### src/assert_macros.svh
// ----------------------------------------------------------------------------
// assert_macros.svh
// Clocked assertion shorthands used by line_sensor_centroid.
// ----------------------------------------------------------------------------
`ifndef ASSERT_MACROS_SVH
`define ASSERT_MACROS_SVH

// same-cycle implication, checked on clk, quiet during reset
`define ASSERT_IMPL(label, ante, cons, msg) \
	label: assert property (@(posedge clk) disable iff (!arst_n) (ante) |-> (cons)) \
		else $error(msg);

// next-cycle implication, checked on clk, quiet during reset
`define ASSERT_NEXT(label, ante, cons, msg) \
	label: assert property (@(posedge clk) disable iff (!arst_n) (ante) |=> (cons)) \
		else $error(msg);

`endif

### src/lsc_pkg.sv
// ----------------------------------------------------------------------------
// lsc_pkg
// Sizes, codes and helpers of the line sensor centroid block.
// ----------------------------------------------------------------------------
`default_nettype none

package lsc_pkg;

	localparam int CHANNELS    = 4;
	localparam int SAMPLE_BITS = 12;
	localparam int CFG_W       = 12;
	localparam int LEVEL_W     = 10;
	localparam int POS_W       = 12;
	localparam int LEVEL_MAX   = 1000;
	localparam int WEIGHT_STEP = 1000;

	localparam int CH_W    = $clog2(CHANNELS);
	localparam int W_MAX   = (WEIGHT_STEP / 2) * (CHANNELS - 1);
	localparam int W_W     = $clog2(W_MAX + 1) + 1;
	localparam int ACC_W   = LEVEL_W + W_W + CH_W;
	localparam int PROD_W  = SAMPLE_BITS + LEVEL_W;
	localparam int DIV_W   = (PROD_W > ACC_W) ? PROD_W : ACC_W;
	localparam int DEN_W   = $clog2(LEVEL_MAX * CHANNELS + 1);
	localparam int RAW_MAX_W = (SAMPLE_BITS > CFG_W) ? SAMPLE_BITS : CFG_W;
	localparam int DSR_W   = (RAW_MAX_W > DEN_W) ? RAW_MAX_W : DEN_W;
	localparam int RNG_W   = RAW_MAX_W + 1;
	localparam int CMP_W   = (DEN_W > CFG_W) ? DEN_W : CFG_W;
	localparam int CNT_W   = $clog2(DIV_W);

	localparam int IN_DATA_W   = ((CHANNELS * SAMPLE_BITS + 7) / 8) * 8;
	localparam int OUT_DATA_W  = ((POS_W + CHANNELS * LEVEL_W + 7) / 8) * 8;
	localparam int IN_USER_W   = 2;
	localparam int OUT_USER_W  = 1;
	localparam int APB_ADDR_W  = 4;
	localparam int APB_DATA_W  = 32;

	localparam logic [SAMPLE_BITS-1:0] FULL_SCALE = '1;

	typedef enum logic [1:0] {
		MODE_POS,
		MODE_SAMPLE,
		MODE_CLEAR,
		MODE_FINISH
	} mode_t;

	typedef enum logic [1:0] {
		REG_INVERT,
		REG_LOST_THR,
		REG_MIN_RANGE,
		REG_MIN_SPAN
	} reg_idx_t;

	function automatic logic signed [W_W-1:0] channel_weight(input logic [CH_W-1:0] i);
		logic signed [W_W-1:0] w;
		w = W_W'(WEIGHT_STEP * int'(i) - W_MAX);
		return w;
	endfunction

endpackage

`default_nettype wire

### src/line_sensor_centroid.sv
// ----------------------------------------------------------------------------
// line_sensor_centroid
// Calibrated reflectance line sensor: per-channel window, scaling, centroid.
// ----------------------------------------------------------------------------
// Usage:
//   s_* carries one word per sensor scan: four raw samples in s_tdata and the
//   mode in s_tuser (position, calibration sample, clear, finish).
//   m_* returns one word per input word: position and levels in m_tdata, the
//   lost flag in m_tuser.
//   The APB port writes and reads invert, lost_threshold, min_range, min_span.
// Timing:
//   A position word runs a scaling division per channel and one centroid
//   division through one shared radix-2 restoring divider (DIV_W = 24 steps
//   each). A sample at or below its minimum skips its division; a lost line
//   skips the centroid division. A calibration word goes to the output
//   register without any division. s_tready returns with m_tvalid, so a word
//   is accepted only after the previous result has loaded.
// Reset:
//   arst_n restores register defaults, a cleared window in every channel,
//   position 0 and lost 0. A stalled result holds in the output register; the
//   next word may be accepted meanwhile and waits before its result loads.
// ----------------------------------------------------------------------------
`default_nettype none

module line_sensor_centroid
	import lsc_pkg::*;
(
	input  wire                    clk,
	input  wire                    arst_n,

	input  wire                    s_tvalid,
	output logic                   s_tready,
	// sample_a, sample_b, sample_c, sample_d
	input  wire  [IN_DATA_W-1:0]   s_tdata,
	// mode
	input  wire  [IN_USER_W-1:0]   s_tuser,

	output logic                   m_tvalid,
	input  wire                    m_tready,
	// line_position, level_a, level_b, level_c, level_d, zero pad
	output logic [OUT_DATA_W-1:0]  m_tdata,
	// line_lost
	output logic [OUT_USER_W-1:0]  m_tuser,

	input  wire                    psel,
	input  wire                    penable,
	input  wire                    pwrite,
	input  wire  [APB_ADDR_W-1:0]  paddr,
	input  wire  [APB_DATA_W-1:0]  pwdata,
	output logic [APB_DATA_W-1:0]  prdata,
	output logic                   pready
);

	typedef enum logic [2:0] {
		ST_IDLE,
		ST_NSET,
		ST_DIV,
		ST_NDONE,
		ST_ACC,
		ST_CENT,
		ST_CDONE,
		ST_DONE
	} state_t;

	state_t                       state_q;
	logic                         cent_q;
	logic [SAMPLE_BITS-1:0]       samp_q [CHANNELS];
	logic [SAMPLE_BITS-1:0]       low_q  [CHANNELS];
	logic [SAMPLE_BITS-1:0]       high_q [CHANNELS];
	logic [LEVEL_W-1:0]           lvl_q  [CHANNELS];
	logic signed [ACC_W-1:0]      num_q;
	logic [DEN_W-1:0]             den_q;
	logic [CH_W-1:0]              idx_q;
	logic [DSR_W-1:0]             rem_q;
	logic [DIV_W-1:0]             dvd_q;
	logic [DSR_W-1:0]             dsr_q;
	logic [CNT_W-1:0]             cnt_q;
	logic                         neg_q;
	logic signed [POS_W-1:0]      held_q;
	logic                         lost_q;
	logic                         m_tvalid_q;
	logic [OUT_DATA_W-1:0]        m_tdata_q;
	logic [OUT_USER_W-1:0]        m_tuser_q;

	logic                         invert_q;
	logic [CFG_W-1:0]             lost_thr_q;
	logic [CFG_W-1:0]             min_range_q;
	logic [CFG_W-1:0]             min_span_q;

	logic [SAMPLE_BITS-1:0]       in_raw [CHANNELS];
	mode_t                        in_mode;
	logic                         in_acc;

	logic [SAMPLE_BITS-1:0]       cur_low;
	logic [SAMPLE_BITS-1:0]       cur_high;
	logic [SAMPLE_BITS-1:0]       cur_raw;
	logic signed [RNG_W-1:0]      rng;
	logic [CFG_W-1:0]             flr;
	logic signed [RNG_W-1:0]      flr_s;
	logic [RNG_W-1:0]             range_eff;
	logic [PROD_W-1:0]            prod;

	logic [DSR_W:0]               trial;
	logic                         ge;
	logic [DSR_W-1:0]             rem_nxt;

	logic [LEVEL_W-1:0]           lvl_clamp;
	logic [LEVEL_W-1:0]           lvl_new;
	logic signed [LEVEL_W+W_W:0]  term;
	logic [ACC_W-1:0]             num_abs;
	logic [POS_W-1:0]             pos_mag;
	logic                         is_lost;
	logic [OUT_DATA_W-1:0]        out_data;

	reg_idx_t                     reg_sel;

	// ------------------------------------------------------------------
	// input unpacking
	// ------------------------------------------------------------------
	always_comb begin
		for (int i = 0; i < CHANNELS; i++) begin
			in_raw[i] = s_tdata[i*SAMPLE_BITS +: SAMPLE_BITS];
		end
	end

	assign in_mode  = mode_t'(s_tuser[1:0]);
	assign s_tready = (state_q == ST_IDLE);
	assign in_acc   = s_tvalid && s_tready;

	// ------------------------------------------------------------------
	// per-channel scaling setup
	// ------------------------------------------------------------------
	assign cur_low   = low_q[idx_q];
	assign cur_high  = high_q[idx_q];
	assign cur_raw   = samp_q[idx_q];
	assign rng       = signed'(RNG_W'(cur_high)) - signed'(RNG_W'(cur_low));
	assign flr       = (min_range_q == '0) ? CFG_W'(1) : min_range_q;
	assign flr_s     = signed'(RNG_W'(flr));
	assign range_eff = (rng < flr_s) ? unsigned'(flr_s) : unsigned'(rng);
	assign prod      = PROD_W'(cur_raw - cur_low) * PROD_W'(LEVEL_MAX);

	// ------------------------------------------------------------------
	// shared divider step
	// ------------------------------------------------------------------
	assign trial   = {rem_q, dvd_q[DIV_W-1]};
	assign ge      = (trial >= {1'b0, dsr_q});
	assign rem_nxt = ge ? DSR_W'(trial - {1'b0, dsr_q}) : trial[DSR_W-1:0];

	// ------------------------------------------------------------------
	// level, centroid term, result
	// ------------------------------------------------------------------
	assign lvl_clamp = (dvd_q > DIV_W'(LEVEL_MAX)) ? LEVEL_W'(LEVEL_MAX) : dvd_q[LEVEL_W-1:0];
	assign lvl_new   = invert_q ? LEVEL_W'(LEVEL_MAX) - lvl_clamp : lvl_clamp;
	assign term      = signed'({1'b0, lvl_q[idx_q]}) * channel_weight(idx_q);
	assign num_abs   = (num_q < 0) ? unsigned'(-num_q) : unsigned'(num_q);
	assign pos_mag   = dvd_q[POS_W-1:0];
	assign is_lost   = (den_q == '0) || (CMP_W'(den_q) < CMP_W'(lost_thr_q));

	always_comb begin
		out_data = '0;
		out_data[POS_W-1:0] = held_q;
		for (int i = 0; i < CHANNELS; i++) begin
			out_data[POS_W + i*LEVEL_W +: LEVEL_W] = lvl_q[i];
		end
	end

	// ------------------------------------------------------------------
	// sequencer
	// ------------------------------------------------------------------
	always_ff @(posedge clk or negedge arst_n) begin
		if (!arst_n) begin
			state_q    <= ST_IDLE;
			cent_q     <= 1'b0;
			num_q      <= '0;
			den_q      <= '0;
			idx_q      <= '0;
			rem_q      <= '0;
			dvd_q      <= '0;
			dsr_q      <= '0;
			cnt_q      <= '0;
			neg_q      <= 1'b0;
			held_q     <= '0;
			lost_q     <= 1'b0;
			m_tvalid_q <= 1'b0;
			m_tdata_q  <= '0;
			m_tuser_q  <= '0;
			for (int i = 0; i < CHANNELS; i++) begin
				samp_q[i] <= '0;
				low_q[i]  <= FULL_SCALE;
				high_q[i] <= '0;
				lvl_q[i]  <= '0;
			end
		end else begin
			if (m_tready && state_q != ST_DONE) begin
				m_tvalid_q <= 1'b0;
			end
			unique case (state_q)
				ST_IDLE: begin
					if (in_acc) begin
						for (int i = 0; i < CHANNELS; i++) begin
							samp_q[i] <= in_raw[i];
							lvl_q[i]  <= '0;
						end
						idx_q <= '0;
						num_q <= '0;
						den_q <= '0;
						unique case (in_mode)
							MODE_POS: begin
								state_q <= ST_NSET;
							end
							MODE_SAMPLE: begin
								for (int i = 0; i < CHANNELS; i++) begin
									if (in_raw[i] < low_q[i]) begin
										low_q[i] <= in_raw[i];
									end
									if (in_raw[i] > high_q[i]) begin
										high_q[i] <= in_raw[i];
									end
								end
								state_q <= ST_DONE;
							end
							MODE_CLEAR: begin
								for (int i = 0; i < CHANNELS; i++) begin
									low_q[i]  <= FULL_SCALE;
									high_q[i] <= '0;
								end
								state_q <= ST_DONE;
							end
							MODE_FINISH: begin
								for (int i = 0; i < CHANNELS; i++) begin
									if ((signed'(RNG_W'(high_q[i])) - signed'(RNG_W'(low_q[i])))
											< signed'(RNG_W'(min_span_q))) begin
										low_q[i]  <= '0;
										high_q[i] <= FULL_SCALE;
									end
								end
								state_q <= ST_DONE;
							end
							default: state_q <= ST_DONE;
						endcase
					end
				end
				ST_NSET: begin
					rem_q  <= '0;
					cnt_q  <= CNT_W'(DIV_W - 1);
					cent_q <= 1'b0;
					dsr_q  <= DSR_W'(range_eff);
					if (cur_raw <= cur_low) begin
						dvd_q   <= '0;
						state_q <= ST_NDONE;
					end else begin
						dvd_q   <= DIV_W'(prod);
						state_q <= ST_DIV;
					end
				end
				ST_DIV: begin
					rem_q <= rem_nxt;
					dvd_q <= {dvd_q[DIV_W-2:0], ge};
					cnt_q <= cnt_q - 1'b1;
					if (cnt_q == '0) begin
						state_q <= cent_q ? ST_CDONE : ST_NDONE;
					end
				end
				ST_NDONE: begin
					lvl_q[idx_q] <= lvl_new;
					state_q      <= ST_ACC;
				end
				ST_ACC: begin
					num_q <= num_q + ACC_W'(term);
					den_q <= den_q + DEN_W'(lvl_q[idx_q]);
					if (idx_q == CH_W'(CHANNELS - 1)) begin
						state_q <= ST_CENT;
					end else begin
						idx_q   <= idx_q + 1'b1;
						state_q <= ST_NSET;
					end
				end
				ST_CENT: begin
					rem_q  <= '0;
					cnt_q  <= CNT_W'(DIV_W - 1);
					cent_q <= 1'b1;
					dsr_q  <= DSR_W'(den_q);
					dvd_q  <= DIV_W'(num_abs);
					neg_q  <= (num_q < 0);
					if (is_lost) begin
						lost_q  <= 1'b1;
						state_q <= ST_DONE;
					end else begin
						lost_q  <= 1'b0;
						state_q <= ST_DIV;
					end
				end
				ST_CDONE: begin
					held_q  <= signed'(neg_q ? POS_W'('0 - pos_mag) : pos_mag);
					state_q <= ST_DONE;
				end
				ST_DONE: begin
					if (!m_tvalid_q || m_tready) begin
						m_tvalid_q <= 1'b1;
						m_tdata_q  <= out_data;
						m_tuser_q  <= OUT_USER_W'(lost_q);
						state_q    <= ST_IDLE;
					end
				end
				default: state_q <= ST_IDLE;
			endcase
		end
	end

	assign m_tvalid = m_tvalid_q;
	assign m_tdata  = m_tdata_q;
	assign m_tuser  = m_tuser_q;

	// ------------------------------------------------------------------
	// configuration registers
	// ------------------------------------------------------------------
	assign reg_sel = reg_idx_t'(paddr[APB_ADDR_W-1:2]);
	assign pready  = 1'b1;

	always_ff @(posedge clk or negedge arst_n) begin
		if (!arst_n) begin
			invert_q    <= 1'b0;
			lost_thr_q  <= CFG_W'(200);
			min_range_q <= CFG_W'(50);
			min_span_q  <= CFG_W'(100);
		end else if (psel && penable && pwrite && pready) begin
			unique case (reg_sel)
				REG_INVERT:    invert_q    <= pwdata[0];
				REG_LOST_THR:  lost_thr_q  <= pwdata[CFG_W-1:0];
				REG_MIN_RANGE: min_range_q <= pwdata[CFG_W-1:0];
				REG_MIN_SPAN:  min_span_q  <= pwdata[CFG_W-1:0];
				default: ;
			endcase
		end
	end

	always_comb begin
		unique case (reg_sel)
			REG_INVERT:    prdata = APB_DATA_W'(invert_q);
			REG_LOST_THR:  prdata = APB_DATA_W'(lost_thr_q);
			REG_MIN_RANGE: prdata = APB_DATA_W'(min_range_q);
			REG_MIN_SPAN:  prdata = APB_DATA_W'(min_span_q);
			default:       prdata = '0;
		endcase
	end

	// ------------------------------------------------------------------
	// assertions
	// ------------------------------------------------------------------
`include "assert_macros.svh"

	`ASSERT_NEXT(a_busy_after_accept, s_tvalid && s_tready, !s_tready, "ready after accept")
	`ASSERT_IMPL(a_div_nonzero, state_q == ST_DIV, dsr_q != '0, "divide by zero")
	`ASSERT_IMPL(a_rem_below, state_q == ST_DIV, rem_q < dsr_q, "remainder out of range")
	`ASSERT_IMPL(a_level_max, state_q == ST_ACC, lvl_q[idx_q] <= LEVEL_W'(LEVEL_MAX), "level over max")

endmodule

`default_nettype wire
### config.mk
export PLATFORM = sky130hd
export DESIGN_NAME = line_sensor_centroid
export DESIGN_NICKNAME = d
export VERILOG_FILES = /design/src/lsc_pkg.sv /design/src/line_sensor_centroid.sv
export VERILOG_INCLUDE_DIRS = /design/src /design/src/src
export SDC_FILE = /design/constraint.sdc
export NUM_CORES = 2
export LEC_CHECK = 0
export ABC_AREA = 1
export BUFFER_PORTS_ARGS = -buffer_cell sky130_fd_sc_hd__buf_2
export CORE_ASPECT_RATIO = 0.9
export CORE_MARGIN = 5
export CORE_UTILIZATION = 35
export CTS_CLUSTER_DIAMETER = 80
export DETAILED_ROUTE_END_ITERATION = 10
export GPL_ROUTABILITY_DRIVEN = 0
export SLEW_MARGIN = 10
export SYNTH_ARGS = -nofsm -noshare
export SYNTH_HDL_FRONTEND = slang
export SYNTH_SLANG_ARGS = --single-unit
### constraint.sdc
create_clock -name clk -period 9.4 [get_ports clk]
set_input_delay 0.94 -clock clk [delete_from_list [all_inputs] [get_ports clk]]
set_output_delay 0.94 -clock clk [all_outputs]
set_load 0.02 [all_outputs]
# [Word level (Yosys, flattened, before mapping)]
# Cells that the tools add are included.
[op_classes] add_sub_neg=15 multipliers=3 magnitude_cmp=20 eq_ne=31 muxes=69 n_bitwise=1 reduce_logical=40
[op_table] cell="12-bit 2-to-1 mux" n=27
[op_table] cell="48-bit one-hot mux with 3 select lines" n=2
[op_table] cell="32-bit one-hot mux with 4 select lines" n=1
[op_table] cell="40-bit one-hot mux with 2 select lines" n=1
[op_table] cell="12-bit by 12-bit subtractor with 13-bit output" n=6
[op_table] cell="12-bit binary-select mux with 2-bit select" n=3
[op_table] cell="12-bit one-hot mux with 2 select lines" n=3
[op_table] cell="24-bit one-hot mux with 3 select lines" n=1
[op_table] cell="13-bit less-than comparator" n=5
[op_table] cell="12-bit less-than comparator" n=5
[op_table] cell="10-bit 2-to-1 mux" n=5
[op_table] cell="12-bit greater-than comparator" n=4
[op_table] cell="24-bit 2-to-1 mux" n=2
[op_table] cell="24-bit one-hot mux with 2 select lines" n=1
[op_table] cell="40-bit bitwise mux" n=1
[op_table] cell="40-bit 2-to-1 mux" n=1
[op_table] cell="5-bit AND reduction" n=8
[op_table] cell="2-bit inequality test, second input constant" n=15
[op_table] cell="24-bit by 23-bit adder with 24-bit output" n=1
[op_table] cell="24-bit by 10-bit greater-than comparator with 1-bit output, second input constant" n=1
[op_table] cell="12-bit logical NOT" n=2
[op_table] cell="24-bit by 1-bit less-than comparator with 1-bit output, second input constant" n=1
[op_table] cell="24-bit negator" n=1
[op_table] cell="3-bit one-hot mux with 8 select lines" n=1
[op_table] cell="44 further kinds" n=81
[word_totals] reg_bits=384

# [Depth between registers and ports, before layout]
[logic_depth] ltp_word=8 mapped_depth=37 ltp_nobuf=33

# [Worst setup path after synthesis]
# No wires, ideal clock.
[synth_timing] path_type="flip-flop to flip-flop" startpoint="register idx_q[0]" endpoint="register num_q[23]" t_arrival_ps=6396 required_ps=9277 slack_ps=2881 path_stages_with_launch=25 period_less_slack_ps=6519 cell_sequence="dfrtp_1 > buf_2 > inv_2 > clkbuf_1 > clkbuf_1 > buf_2 > ha_1 > o21ai_0 > clkinv_1 > nor2_1 > fa_1 > fa_1 > inv_1 > fa_1 > fa_1 > fa_1 > inv_1 > ha_1 > inv_1 > nor3_1 > nand2_1 > o311ai_0 > a21oi_1 > o21ai_0 > nand2_1"
[synth_between] elab_chain_cells=7
[synth_rtl] item="start: declaration" line_no="line_sensor_centroid.sv:73" source="logic [CH_W-1:0] idx_q;"
[synth_rtl] item="start signal: assignment" line_no="line_sensor_centroid.sv:274" source="idx_q <= idx_q + 1'b1;"
[synth_rtl] item="parallel branches: the longest is 4 deep, another holds 12-bit by 11-bit subtractor with 12-bit output"
[synth_rtl] item="11-bit by 12-bit multiplier with 23-bit output (*)" line_no="line_sensor_centroid.sv:154" source="assign term = signed'({1'b0, lvl_q[idx_q]}) * channel_weight(idx_q);"
[synth_rtl] item="24-bit by 23-bit adder with 24-bit output (*)" line_no="line_sensor_centroid.sv:269" source="num_q <= num_q + ACC_W'(term);"
[synth_rtl] item="24-bit one-hot mux with 2 select lines (*)" line_no="line_sensor_centroid.sv:197" source="unique case (state_q)"
[synth_rtl] item="end signal: assignment" line_no="line_sensor_centroid.sv:269"
[synth_rtl] item="end: declaration" line_no="line_sensor_centroid.sv:71" source="logic signed [ACC_W-1:0] num_q;"
# Every way passes the cells marked *. The select of a mux whose other input is x is not followed.
# A chain may end at the register's enable or synchronous reset.

# [Final worst setup path]
[layout_timing] startpoint="register idx_q[0]" endpoint="register dvd_q[21]"
[layout_between] elab_chain_cells=8
[layout_rtl] item="2-bit NOT with 3-bit output (implied by the code) (*)" line_no="line_sensor_centroid.sv:133, line_sensor_centroid.sv:135"
[layout_rtl] item="12-bit binary-select mux with 2-bit select (on tied branches)" line_no="line_sensor_centroid.sv:135, line_sensor_centroid.sv:133"
[layout_rtl] item="12-bit 2-to-1 mux (on tied branches) (2 in series)" line_no="line_sensor_centroid.sv:135, line_sensor_centroid.sv:133"
[layout_rtl] item="12-bit by 12-bit subtractor with 13-bit output" line_no="line_sensor_centroid.sv:140" source="assign prod = PROD_W'(cur_raw - cur_low) * PROD_W'(LEVEL_MAX);"
[layout_rtl] item="22-bit by 7-bit multiplier with 19-bit output" line_no="line_sensor_centroid.sv:140"
[layout_rtl] item="22-bit 2-to-1 mux (*)" line_no="line_sensor_centroid.sv:248" source="if (cur_raw <= cur_low) begin"
[layout_rtl] item="24-bit one-hot mux with 3 select lines (*)" line_no="line_sensor_centroid.sv:197"
[layout_rtl] item="end signal: assignment" line_no="line_sensor_centroid.sv:252" source="dvd_q <= DIV_W'(prod);"
[layout_rtl] item="end signal: assignment" line_no="line_sensor_centroid.sv:258" source="dvd_q <= {dvd_q[DIV_W-2:0], ge};"
[layout_rtl] item="end signal: assignment" line_no="line_sensor_centroid.sv:283" source="dvd_q <= DIV_W'(num_abs);"
[layout_rtl] item="end: declaration" line_no="line_sensor_centroid.sv:75" source="logic [DIV_W-1:0] dvd_q;"
# Mark *: on every way between the ends. The rest lies on a longest branch, timed or not. The select of a mux whose other input is x is not followed.

==> results.json <==
{
  "cp-start-kind": "flip-flop",
  "cts_inserted_buffers": 45,
  "holdWs_ns": 0.348,
  "detail-route-antenna-nets": 0,
  "ys_types": 67,
  "setup_ws_ns": 1.92,
  "path_common_cell": "nand2_1",
  "postSynth.asyncResetShare_pct": 100,
  "cts_buffer_depth": 3,
  "post_cts_buffers": 0,
  "hold_class": "in2async",
  "setup_tns_ns": 0,
  "worstRegToRegCells": 33,
  "cpMaxStageDelayCell": "dfrtp_4",
  "path_max_fanout": 59,
  "rsz0062_at_grt": "no",
  "mostFrequentLayoutCells": "909 x nand2_1, 709 x inv_1, 465 x o21ai_0",
  "syn_avg_cell_area_um2": 7.70,
  "die_w_um": 338,
  "maxCapViolCount": 0,
  "clock_sinks": 382,
  "htreeDepth": 2,
  "viasPerCell": 5.08,
  "io_pins": 185,
  "fin_crit_ns": 7.48,
  "worst_clock_skew_ns": 0.0281,
  "finalNonFillerCells": 5766,
  "hold_viol_final": 0,
  "start_util_pct": 35.2,
  "cts_root_buffer": "clkbuf_16",
  "firstDrtPassIters": 6,
  "cp-end-kind": "flip-flop",
  "clk_latency_ns": 0.60,
  "nets": 5076,
  "grt_pass1_wl_um": 159000,
  "ys_seq_area_share_pct": 28.4,
  "via_count": 29316,
  "dpl.cell_count": 5683,
  "track_usage_pct": 19.1,
  "die_h_um": 305,
  "grt_pass1_vias": 28198,
  "dieArea_um2": 103000,
  "grt.overflow.total": 0,
  "place_ws_ns": 1.95,
  "yosysWarnings": 0,
  "relSlewSlack_pct": 23.9,
  "slew_violations": 0,
  "crit_arrival_ns": 7.96,
  "worst-path-buf-inv": 8,
  "area_delta_synth_final_pct": 9.67,
  "crit_family": "adder cells",
  "synth_edf_count": 0,
  "cpPeakStageDelay_ns": 0.66,
  "clk_pin_slew_worst_paths_ns": 0.06,
  "post-route-period-util_pct": 79.6,
  "max_clock_freq_mhz": 134,
  "reg2reg_slack_ns": 1.92,
  "grt_max_degree": 152,
  "antenna_cells": 0,
  "cts_hold_buffers": 0,
  "port_buffers": 137,
  "critPathRequiredTime_ns": 9.88,
  "cts_tree": "done",
  "ys_ff_latch": 382,
  "status": "completed",
  "synthFlopType": "dfrtp_1",
  "r2r_end": "dvd_q[21]$_DFFE_PN0P_",
  "row_count": 108,
  "setup_viol": 0,
  "first_iter_violations": 2192,
  "crit_type": "reg2reg",
  "core_um2": 96300,
  "antenna_found_initial": 1,
  "timing.rr.start": "idx_q[0]$_DFFE_PN0P_",
  "drive_gt1_share_pct": 8.86,
  "synthCells": 4409,
  "routedWlPerCell_um": 17.6,
  "layout_commonest_cell": "nand2_1",
  "wl_um": 101000,
  "tightest_slew_ns": 1.14,
  "cts-resized-gates": 0,
  "dp_hpwl_um": 79900,
  "route.detailed.drc": 0,
  "syn_area_um2": 34000
}
## kinds of logic after synthesis
logic type	Yosys count	synth area share (%)
xor+xnor	119	3.22
simple gates	1505	18.9
fa+ha+maj	518	22.8
mux	19	0.630
other cells	2	0.0221
flops	382	28.4
compound gates	957	15.4
buf+inv	907	10.6
## routing by layer
| layer | vias up | global-route usage [%] | routed length, um |
|---|---|---|---|
| met2 | 811 | 32.0 | 47400 |
| met1 | 13868 | 25.6 | 44500 |
| met4 | 2 | 5.45 | 3120 |
| met5 | - | 0 | 13 |
| li1 | 14478 | - | - |
| met3 | 157 | 3.37 | 6340 |
## worst max-delay path by stage
stage | startpoint | cells past startpoint | slack, ns | to
after floorplan | idx_q[0]$_DFFE_PN0P_ | 24 | 2.88 | num_q[23]$_DFFE_PN0P_
after global placement | idx_q[0]$_DFFE_PN0P_ | 33 | 2.08 | dvd_q[21]$_DFFE_PN0P_
after detailed placement | idx_q[0]$_DFFE_PN0P_ | 33 | 1.95 | dvd_q[21]$_DFFE_PN0P_
after CTS | idx_q[0]$_DFFE_PN0P_ | 33 | 1.95 | dvd_q[21]$_DFFE_PN0P_
after global routing | idx_q[0]$_DFFE_PN0P_ | 31 | 1.40 | dvd_q[21]$_DFFE_PN0P_
final | idx_q[0]$_DFFE_PN0P_ | 33 | 1.92 | dvd_q[21]$_DFFE_PN0P_
## sequential cells by signal, indices dropped and copies added, names as in the netlist, 2 cells and up
register	cells
lost_thr_q	12
lvl_q	40
m_tdata	52
rem_q	12
low_q	48
dsr_q	12
min_span_q	12
den_q	12
num_q	22
state_q	3
samp_q	48
min_range_q	12
dvd_q	24
high_q	48
idx_q	2
cnt_q	5
held_q	12
## synthesized netlist by cell type (all sizes together), types with 2 or more instances
library cell  instances  area [um2]
nor4                  6        37.5
nand3               185         988
o21a                  6        45.0
a22oi                 8        60.1
and2                  2        12.5
o2111ai               3        26.3
clkinv                3        11.3
a32o                  2        20.0
a21oi               318        1630
a211oi                8        60.1
buf                  84         515
o22ai                41         257
or2                   5        31.3
dfstp                57        1500
o31ai                 3        22.5
mux2                 19         214
nor2                237         968
nand3b               12        90.1
a31oi                18         113
clkbuf               87         327
nand2               923        3500
dfrtp               325        8130
inv                 733        2760
xnor2                43         384
a221oi                4        35.0
o221ai               16         140
o211ai               12         100
o21bai               17         143
fa                  168        3360
nor3                 42         215
nand4                91         576
a21o                  9        67.6
ha                  350        4380
o21ai               481        2410
conb                  2        7.51
xor2                 76         711
a21boi                6        45.0
## through the flow
step	utilization (%)	cell area, um2
floorplan	-	34000
global placement	37.0	35700
detailed placement	37.0	35700
CTS	38.6	37200
global route	38.6	37200
finish	38.6	37200
## layout make-up
class                           instances  area, um2
Timing Repair Buffer                  157        858
Tap cell                             1265       1580
Sequential cell                       382       9630
Clock inverter                         22        332
Clock buffer                           61       1260
Inverter                              736       2770
Fill cell                            9990      59100
Multi-Input combinational cell       3143      20800
Power is not shown: default switching activity piles up to over one toggle a cycle in this logic, so the estimate is an artifact.
